### config.mk
export PLATFORM = sky130hd
export DESIGN_NAME = two_queue_weighted_server
export DESIGN_NICKNAME = d
export VERILOG_FILES = /design/src/twqs_pkg.sv /design/src/twqs_ctrl.sv /design/src/twqs_datapath.sv /design/src/two_queue_weighted_server.sv
export SDC_FILE = /design/constraint.sdc
export NUM_CORES = 1
export LEC_CHECK = 0
export ABC_AREA = 1
export BUFFER_PORTS_ARGS = -buffer_cell sky130_fd_sc_hd__buf_2
export CAP_MARGIN = 20
export CORE_AREA = 4 4 292 294
export DETAILED_ROUTE_END_ITERATION = 10
export DIE_AREA = 0 0 296 298
export PLACE_DENSITY = 0.72
export SYNTH_ARGS = -nofsm -noshare
export SYNTH_HDL_FRONTEND = slang
export SYNTH_SLANG_ARGS = --single-unit
export TNS_END_PERCENT = 20
### constraint.sdc
create_clock -name aclk -period 8.31 [get_ports aclk]
set_input_delay 0.831 -clock aclk [delete_from_list [all_inputs] [get_ports aclk]]
set_output_delay 0.831 -clock aclk [all_outputs]
set_load 0.01 [all_outputs]
### src/twqs_pkg.sv
// shared types, codes and constants of the two-queue weighted server
`timescale 1ns / 1ps

package twqs_pkg;

    // default queue depth and reset value of the preferred burst limit
    localparam int unsigned DEFAULT_QUEUE_DEPTH = 16;
    localparam int unsigned BURST_W             = 4;
    localparam logic [BURST_W-1:0] BURST_RESET  = 4'd3;

    // configuration register map
    localparam int unsigned PADDR_W             = 3;
    localparam logic [0:0]  REG_PREFERRED_BURST = 1'b0;

    // input command codes
    localparam logic CMD_ENQUEUE = 1'b0;
    localparam logic CMD_SERVE   = 1'b1;

    // result status codes
    typedef enum logic [2:0] {
        ST_ENQUEUED = 3'd0,
        ST_FULL     = 3'd1,
        ST_SERVED_P = 3'd2,
        ST_SERVED_N = 3'd3,
        ST_EMPTY    = 3'd4
    } status_t;

    // input item
    typedef struct packed {
        logic               cmd;
        logic signed [31:0] value;
        logic               to_normal;
    } in_item_t;

    // result item
    typedef struct packed {
        status_t            status;
        logic signed [31:0] served_value;
    } out_item_t;

    // controller to datapath commands
    typedef struct packed {
        logic accept;
        logic load_read;
    } dp_cmd_t;

    // datapath to controller status
    typedef struct packed {
        logic need_read;
    } dp_stat_t;

endpackage

### src/twqs_ctrl.sv
// controller state machine: input acceptance, read sequencing, result valid
`timescale 1ns / 1ps

module twqs_ctrl
    import twqs_pkg::*;
(
    input  logic     aclk,
    input  logic     aresetn,
    input  logic     s_valid,
    output logic     s_ready,
    output logic     m_valid,
    input  logic     m_ready,
    input  dp_stat_t dp_stat,
    output dp_cmd_t  dp_cmd
);

    typedef enum logic {
        S_IDLE,
        S_READ
    } state_t;

    state_t state_reg, state_next;
    logic   m_valid_reg, m_valid_next;
    logic   accept;

    // take a new item while idle, once the result register is free or being emptied
    assign s_ready = (state_reg == S_IDLE) && (!m_valid_reg || m_ready);
    assign accept  = s_valid && s_ready;
    assign m_valid = m_valid_reg;

    assign dp_cmd.accept    = accept;
    assign dp_cmd.load_read = (state_reg == S_READ);

    // next state and result valid
    always_comb begin
        state_next   = state_reg;
        m_valid_next = m_valid_reg;
        unique case (state_reg)
            S_IDLE: begin
                if (accept) begin
                    if (dp_stat.need_read) begin
                        state_next   = S_READ;
                        m_valid_next = 1'b0;
                    end else begin
                        m_valid_next = 1'b1;
                    end
                end else if (m_valid_reg && m_ready) begin
                    m_valid_next = 1'b0;
                end
            end
            S_READ: begin
                state_next   = S_IDLE;
                m_valid_next = 1'b1;
            end
            default: begin
                state_next   = S_IDLE;
                m_valid_next = 1'b0;
            end
        endcase
    end

    // state and registered outputs
    always_ff @(posedge aclk) begin
        if (!aresetn) begin
            state_reg   <= S_IDLE;
            m_valid_reg <= 1'b0;
        end else begin
            state_reg   <= state_next;
            m_valid_reg <= m_valid_next;
        end
    end

endmodule

### src/twqs_datapath.sv
// datapath: two ring-buffer queues, burst counter, limit register, result register
`timescale 1ns / 1ps

module twqs_datapath
    import twqs_pkg::*;
#(
    parameter int unsigned QUEUE_DEPTH = DEFAULT_QUEUE_DEPTH
) (
    input  logic               aclk,
    input  logic               aresetn,
    input  in_item_t           s_item,
    output out_item_t          m_item,
    input  dp_cmd_t            dp_cmd,
    output dp_stat_t           dp_stat,
    input  logic               cfg_we,
    input  logic [BURST_W-1:0] cfg_wdata,
    output logic [BURST_W-1:0] burst_limit
);

    localparam int unsigned PTR_W = (QUEUE_DEPTH > 1) ? $clog2(QUEUE_DEPTH) : 1;
    localparam int unsigned CNT_W = $clog2(QUEUE_DEPTH + 1);
    localparam int unsigned SUM_W = CNT_W + 1;
    localparam logic [SUM_W-1:0] DEPTH_S = SUM_W'(QUEUE_DEPTH);
    localparam logic [CNT_W-1:0] DEPTH_C = CNT_W'(QUEUE_DEPTH);
    localparam logic [PTR_W-1:0] LAST_P  = PTR_W'(QUEUE_DEPTH - 1);

    logic signed [31:0] pmem [QUEUE_DEPTH];
    logic signed [31:0] nmem [QUEUE_DEPTH];

    logic [PTR_W-1:0]   phead_reg, phead_next, nhead_reg, nhead_next;
    logic [CNT_W-1:0]   pcount_reg, pcount_next, ncount_reg, ncount_next;
    logic [BURST_W-1:0] burst_reg, burst_next;
    logic [BURST_W-1:0] limit_reg;
    logic signed [31:0] prd_reg, nrd_reg;
    logic               rd_normal_reg;
    out_item_t          out_reg;

    logic               p_nz, n_nz, serve_pref, need_read;
    logic               is_enq, enq_ok, enq_p, enq_n, pop;
    logic [SUM_W-1:0]   psum, nsum;
    logic [PTR_W-1:0]   ptail, ntail;

    // queue selection for a serve
    always_comb begin
        p_nz       = (pcount_reg != '0);
        n_nz       = (ncount_reg != '0);
        serve_pref = p_nz && (!n_nz || (burst_reg < limit_reg));
        need_read  = (s_item.cmd == CMD_SERVE) && (p_nz || n_nz);
    end

    assign dp_stat.need_read = need_read;
    assign burst_limit       = limit_reg;
    assign m_item            = out_reg;

    // tail positions of both rings
    always_comb begin
        psum  = SUM_W'(phead_reg) + SUM_W'(pcount_reg);
        nsum  = SUM_W'(nhead_reg) + SUM_W'(ncount_reg);
        ptail = (psum >= DEPTH_S) ? PTR_W'(psum - DEPTH_S) : PTR_W'(psum);
        ntail = (nsum >= DEPTH_S) ? PTR_W'(nsum - DEPTH_S) : PTR_W'(nsum);
    end

    // enqueue and pop decisions
    always_comb begin
        is_enq = dp_cmd.accept && (s_item.cmd == CMD_ENQUEUE);
        enq_ok = s_item.to_normal ? (ncount_reg != DEPTH_C) : (pcount_reg != DEPTH_C);
        enq_p  = is_enq && enq_ok && !s_item.to_normal;
        enq_n  = is_enq && enq_ok && s_item.to_normal;
        pop    = dp_cmd.accept && need_read;
    end

    // pointer, count and burst counter updates
    always_comb begin
        phead_next  = phead_reg;
        nhead_next  = nhead_reg;
        pcount_next = pcount_reg;
        ncount_next = ncount_reg;
        burst_next  = burst_reg;
        if (enq_p) begin
            pcount_next = pcount_reg + 1'b1;
        end
        if (enq_n) begin
            ncount_next = ncount_reg + 1'b1;
        end
        if (dp_cmd.accept && (s_item.cmd == CMD_SERVE)) begin
            if (!need_read) begin
                burst_next = '0;
            end else if (serve_pref) begin
                phead_next  = (phead_reg == LAST_P) ? '0 : phead_reg + 1'b1;
                pcount_next = pcount_reg - 1'b1;
                burst_next  = n_nz ? burst_reg + 1'b1 : '0;
            end else begin
                nhead_next  = (nhead_reg == LAST_P) ? '0 : nhead_reg + 1'b1;
                ncount_next = ncount_reg - 1'b1;
                burst_next  = '0;
            end
        end
    end

    // control state and limit register
    always_ff @(posedge aclk) begin
        if (!aresetn) begin
            phead_reg  <= '0;
            nhead_reg  <= '0;
            pcount_reg <= '0;
            ncount_reg <= '0;
            burst_reg  <= '0;
            limit_reg  <= BURST_RESET;
        end else begin
            phead_reg  <= phead_next;
            nhead_reg  <= nhead_next;
            pcount_reg <= pcount_next;
            ncount_reg <= ncount_next;
            burst_reg  <= burst_next;
            if (cfg_we) begin
                limit_reg <= cfg_wdata;
            end
        end
    end

    // queue memories with registered read
    always_ff @(posedge aclk) begin
        if (enq_p) begin
            pmem[ptail] <= s_item.value;
        end
        if (enq_n) begin
            nmem[ntail] <= s_item.value;
        end
        if (pop) begin
            prd_reg       <= pmem[phead_reg];
            nrd_reg       <= nmem[nhead_reg];
            rd_normal_reg <= !serve_pref;
        end
    end

    // result register
    always_ff @(posedge aclk) begin
        if (dp_cmd.load_read) begin
            out_reg.status       <= rd_normal_reg ? ST_SERVED_N : ST_SERVED_P;
            out_reg.served_value <= rd_normal_reg ? nrd_reg : prd_reg;
        end else if (dp_cmd.accept && !need_read) begin
            if (s_item.cmd == CMD_ENQUEUE) begin
                out_reg.status <= enq_ok ? ST_ENQUEUED : ST_FULL;
            end else begin
                out_reg.status <= ST_EMPTY;
            end
            out_reg.served_value <= '0;
        end
    end

endmodule

### src/two_queue_weighted_server.sv
// Two-queue weighted server: top level with configuration port.
//
// Input channel s_valid/s_ready/s_item carries enqueue and serve commands;
// result channel m_valid/m_ready/m_item returns one status item per command.
// An enqueue, a refused enqueue and a serve with both queues empty give their
// result in the cycle after the transfer and can follow each other every cycle
// while the receiver keeps taking results.
// A serve that removes an entry goes through the registered queue memory read
// port first: the value is registered there and then in the result register,
// and no new command is taken while the read is in progress.
// The result register holds one item; while it waits for m_ready no new
// command is taken, and the pending result stays stable.
// Reset (aresetn low, synchronous) empties both queues, clears the burst
// counter and sets preferred_burst to 3; queue memory contents are not cleared.
// preferred_burst sits at byte address 0 of the APB port; the user must write
// it only while the block is idle, which the block itself does not enforce.
`timescale 1ns / 1ps

module two_queue_weighted_server
    import twqs_pkg::*;
#(
    parameter int unsigned QUEUE_DEPTH = DEFAULT_QUEUE_DEPTH
) (
    input  logic               aclk,
    input  logic               aresetn,
    input  logic               s_valid,
    output logic               s_ready,
    input  in_item_t           s_item,
    output logic               m_valid,
    input  logic               m_ready,
    output out_item_t          m_item,
    input  logic               psel,
    input  logic               penable,
    input  logic               pwrite,
    input  logic [PADDR_W-1:0] paddr,
    input  logic [31:0]        pwdata,
    output logic [31:0]        prdata,
    output logic               pready
);

    dp_cmd_t            dp_cmd;
    dp_stat_t           dp_stat;
    logic               cfg_we;
    logic [BURST_W-1:0] burst_limit;
    logic [0:0]         reg_index;

    // register decode
    assign reg_index = paddr[2];
    assign pready    = 1'b1;
    assign cfg_we    = psel && penable && pwrite && (reg_index == REG_PREFERRED_BURST);

    always_comb begin
        unique case (reg_index)
            REG_PREFERRED_BURST: prdata = {{(32 - BURST_W){1'b0}}, burst_limit};
            default:             prdata = '0;
        endcase
    end

    twqs_ctrl u_ctrl (
        .aclk    (aclk),
        .aresetn (aresetn),
        .s_valid (s_valid),
        .s_ready (s_ready),
        .m_valid (m_valid),
        .m_ready (m_ready),
        .dp_stat (dp_stat),
        .dp_cmd  (dp_cmd)
    );

    twqs_datapath #(
        .QUEUE_DEPTH (QUEUE_DEPTH)
    ) u_datapath (
        .aclk        (aclk),
        .aresetn     (aresetn),
        .s_item      (s_item),
        .m_item      (m_item),
        .dp_cmd      (dp_cmd),
        .dp_stat     (dp_stat),
        .cfg_we      (cfg_we),
        .cfg_wdata   (pwdata[BURST_W-1:0]),
        .burst_limit (burst_limit)
    );

endmodule

==> out/metrics.yaml <==
run_status: "completed"
die_outline_area_mm2: 0.08821
numCtsBuffers: 109
cts_hold_buf: 0
cellPowerDensity_mw_per_mm2: 254.6
synth.yosys.warnings: 0
viasPerCell: 6.097
synth_commonest_cells: "edfxtp_1, nor2_1, o21ai_0, nand2_1, clkbuf_1"
drive_above_1_share_pct: 10.65
p_int_mw: 9.711
layout-area-overhead-vs-synth_pct: 11.07
post_dp_cell_area_mm2: 0.04672
grt_antenna_before_repair: 6
die_w_um: 296
worst-path-max-fanout: 19
wl_per_cell_um: 23.88
post_cts.repair.setup_buffers: 0
syn_area_mm2: 0.04524
timing.critical_path.cells: "buf_4 -> inv_1 -> nand4_2 -> nor3_4 -> nand3_1 -> nor2_4 -> buf_4"
total_chip_power_mw: 12.80
initial_utilization_pct: 54.58
die_y_um: 298
gr-usage-all-layers_pct: 24.03
worst_skew_pair.late_latency_ns: 0.67
rsz0062_at_grt: "no"
buffer_ports.inserted: 86
cts_tree: "done"
final-setup-viol-count: 0
total_leakage_power_nw: 16.30
pin_slew_with_the_least_headroom_to_its_limit_ns: 1.119
timing.fmax_mhz: 264.6
ys_seq_area_share_pct: 75.84
post-dp-hpwl_um: 57620
globalplace.congestion: 0.8061
critPathArrivalTime_ns: 4.08
clk_root_buffer_cell: "clkbuf_16"
synth.most_common_cell: "edfxtp_1"
drt_iter0_drcs: 3777
power.switching_fraction_pct: 24.11
std_cell_rows: 106
vias: 27443
postLayoutCellArea_mm2: 0.05025
clkSinkCount: 1152
timing.setup.tns_ns: 0
synth_flop_cell: "edfxtp_1"
grt_pass1_wl_um: 158700
largest_net_degree_at_the_start_of_global_routing: 165
critical_path.max_stage_delay_ns: 0.65
totalWireLength_um: 107500
post-route-min-period_ns: 3.779
share_seq_of_total_power_pct: 52.4
synth_enable_flop_cells: 1124
grt_residual_overflow: 0
placeableCoreArea_mm2: 0.08289
post_detailed_route_count_of_antenna_violating_nets: 0
cpMostUsedCell: "buf_4"
io-pin-count: 146
postSynthAreaPerCell_um2: 13.77
h-tree-depth: 3
ys_ff_latch: 1152
critPathKind: "reg2reg"
netlist-cell-type-count: 45
vdd_ir_drop_max_mv: 0.2175
fin_skew_ns: 0.02215
max_capacitance_violation_count: 0
drt_first_pass_iters: 6
drcViolationCount: 0
cts_resized: 0
nNetsFinal: 3426
cell_types_occupying_the_most_area_after_synthesis: "edfxtp_1, nor2_1, o21ai_0"
slew-limit-headroom_pct: 25.38
post_synth_inst_count: 3285
final.period_utilization_pct: 45.47
clockBufferDepth: 3
type_of_element_capturing_the_critical_path: "flop"
hold_violations: 0
worst_ep_required_ns: 8.61
pwr-share-comb_pct: 10.1
cpMaxStageDelayCell: "dfxtp_1"
synth_top_area_share_pct: 74.60
critPathLaunchType: "flop"
hold_path.class: "in2reg"
power_frac_clock_pct: 37.5
yosysTopAreaCell: "edfxtp_1"
async_reset_ff_share_pct: 0
final_max_slew_viol_count: 0
cts_clock_pin_slew_for_the_worst_setup_and_hold_paths_ns: 0.06
p_sw_mw: 3.085
vias_in_the_first_global_route: 25435
-- cell usage in the layout, fill, tap and decap left out, types with 44 or more instances in the layout --
| cell | Yosys | routed |
|---|---|---|
| o21ai_0 | 403 | 403 |
| buf_4 | 39 | 58 |
| nor2_1 | 668 | 634 |
| mux2i_1 | 51 | 51 |
| o32ai_1 | 77 | 77 |
| clkbuf_16 | 0 | 109 |
| edfxtp_1 | 1124 | 1124 |
| nand2_1 | 186 | 185 |
| buf_2 | 43 | 86 |
| nand3_1 | 126 | 126 |
| inv_1 | 45 | 44 |
| o22ai_1 | 76 | 76 |
| o221ai_1 | 103 | 103 |
-- layout make-up --
cell class	count	area, um2
diodes	2	5.005
clock buffers	133	2858
clock inverters	65	589.3
fillers	5998	32640
inverters	54	216.5
multi-input cells	1867	9927
flip-flops and latches	1152	34330
well taps	1080	1351
repair buffers	148	975.9
-- metal layers --
metal  GRT usage [%]  routed length (um)  part of all wire, %  vias up
met5               0                   0                    0        -
met4           7.855                3057                  2.8        0
met3           3.615               10400                  9.7      182
met2           36.61               49140                   46     1418
met1           36.10               44890                   42    13510
li1                -                   -                    -    12333
-- cells by family (layout without fill, tap and decap cells) --
| group | after synthesis | count (layout) | share of synthesized area (%) |
|---|---|---|---|
| AOI/OAI and AO/OA | 745 | 745 | 10.16 |
| xor gates and xnor gates | 17 | 17 | 0.3291 |
| adders and majority gates | 18 | 18 | 0.5310 |
| buffers and inverters | 293 | 400 | 3.012 |
| DFF | 1152 | 1152 | 75.84 |
| muxes | 51 | 51 | 1.128 |
| other | 2 | 31 | 0.01660 |
| and+or+nand+nor | 1007 | 1007 | 8.980 |
-- per-stage QoR --
| stage | setup WS, ns | hold slack [ns] | std cells | utilization [%] |
|---|---|---|---|---|
| 2_1_floorplan | 4.910 | 0.4550 | 3312 | - |
| 3_3_place_gp | 4.660 | 0.4778 | 4297 | 56.33 |
| 3_5_place_dp | 4.593 | 0.4841 | 4298 | 56.36 |
| 4_1_cts | 4.586 | 0.3618 | 4496 | 60.52 |
| 5_1_grt | 4.417 | 0.3912 | 4500 | 60.62 |
| 6_report | 4.531 | 0.3881 | 4501 | 60.62 |
-- power groups by stage --
stage                     logic [mW]  registers, mW  clock network [mW]
final                           1.29           6.70                4.80
after global routing            1.43           6.72                5.10
after CTS                       1.28           6.70                4.85
after detailed placement        1.28           6.82                   0
after global placement          1.25           6.82                   0
after floorplan                0.887           6.78                   0
-- critical path, delay by kind of cell (launching register included) --
kind | cells | cell delay (ns)
buffers and inverters | 3 | 1.13
flip-flops | 1 | 0.65
AND/OR/NAND/NOR | 4 | 1.61
-- path summary, 6_finish.rpt --
check | startpoint | depth (start not counted) | to | slack [ns]
max | u_ctrl.state_reg$_SDFF_PP0_ | 7 | u_datapath.pmem[15][30]$_DFFE_PP_ | 4.53
min | pwdata[1] | 3 | u_datapath.burst_limit[1]$_SDFFE_PN1P_ | 0.39
max reg2reg | u_ctrl.state_reg$_SDFF_PP0_ | 7 | u_datapath.pmem[15][30]$_DFFE_PP_ | 4.53
min reg2reg | u_datapath.burst_limit[3]$_SDFFE_PN0P_ | 2 | u_datapath.burst_limit[3]$_SDFFE_PN0P_ | 0.49
No activity file was read; power rests on OpenSTA's default activity.
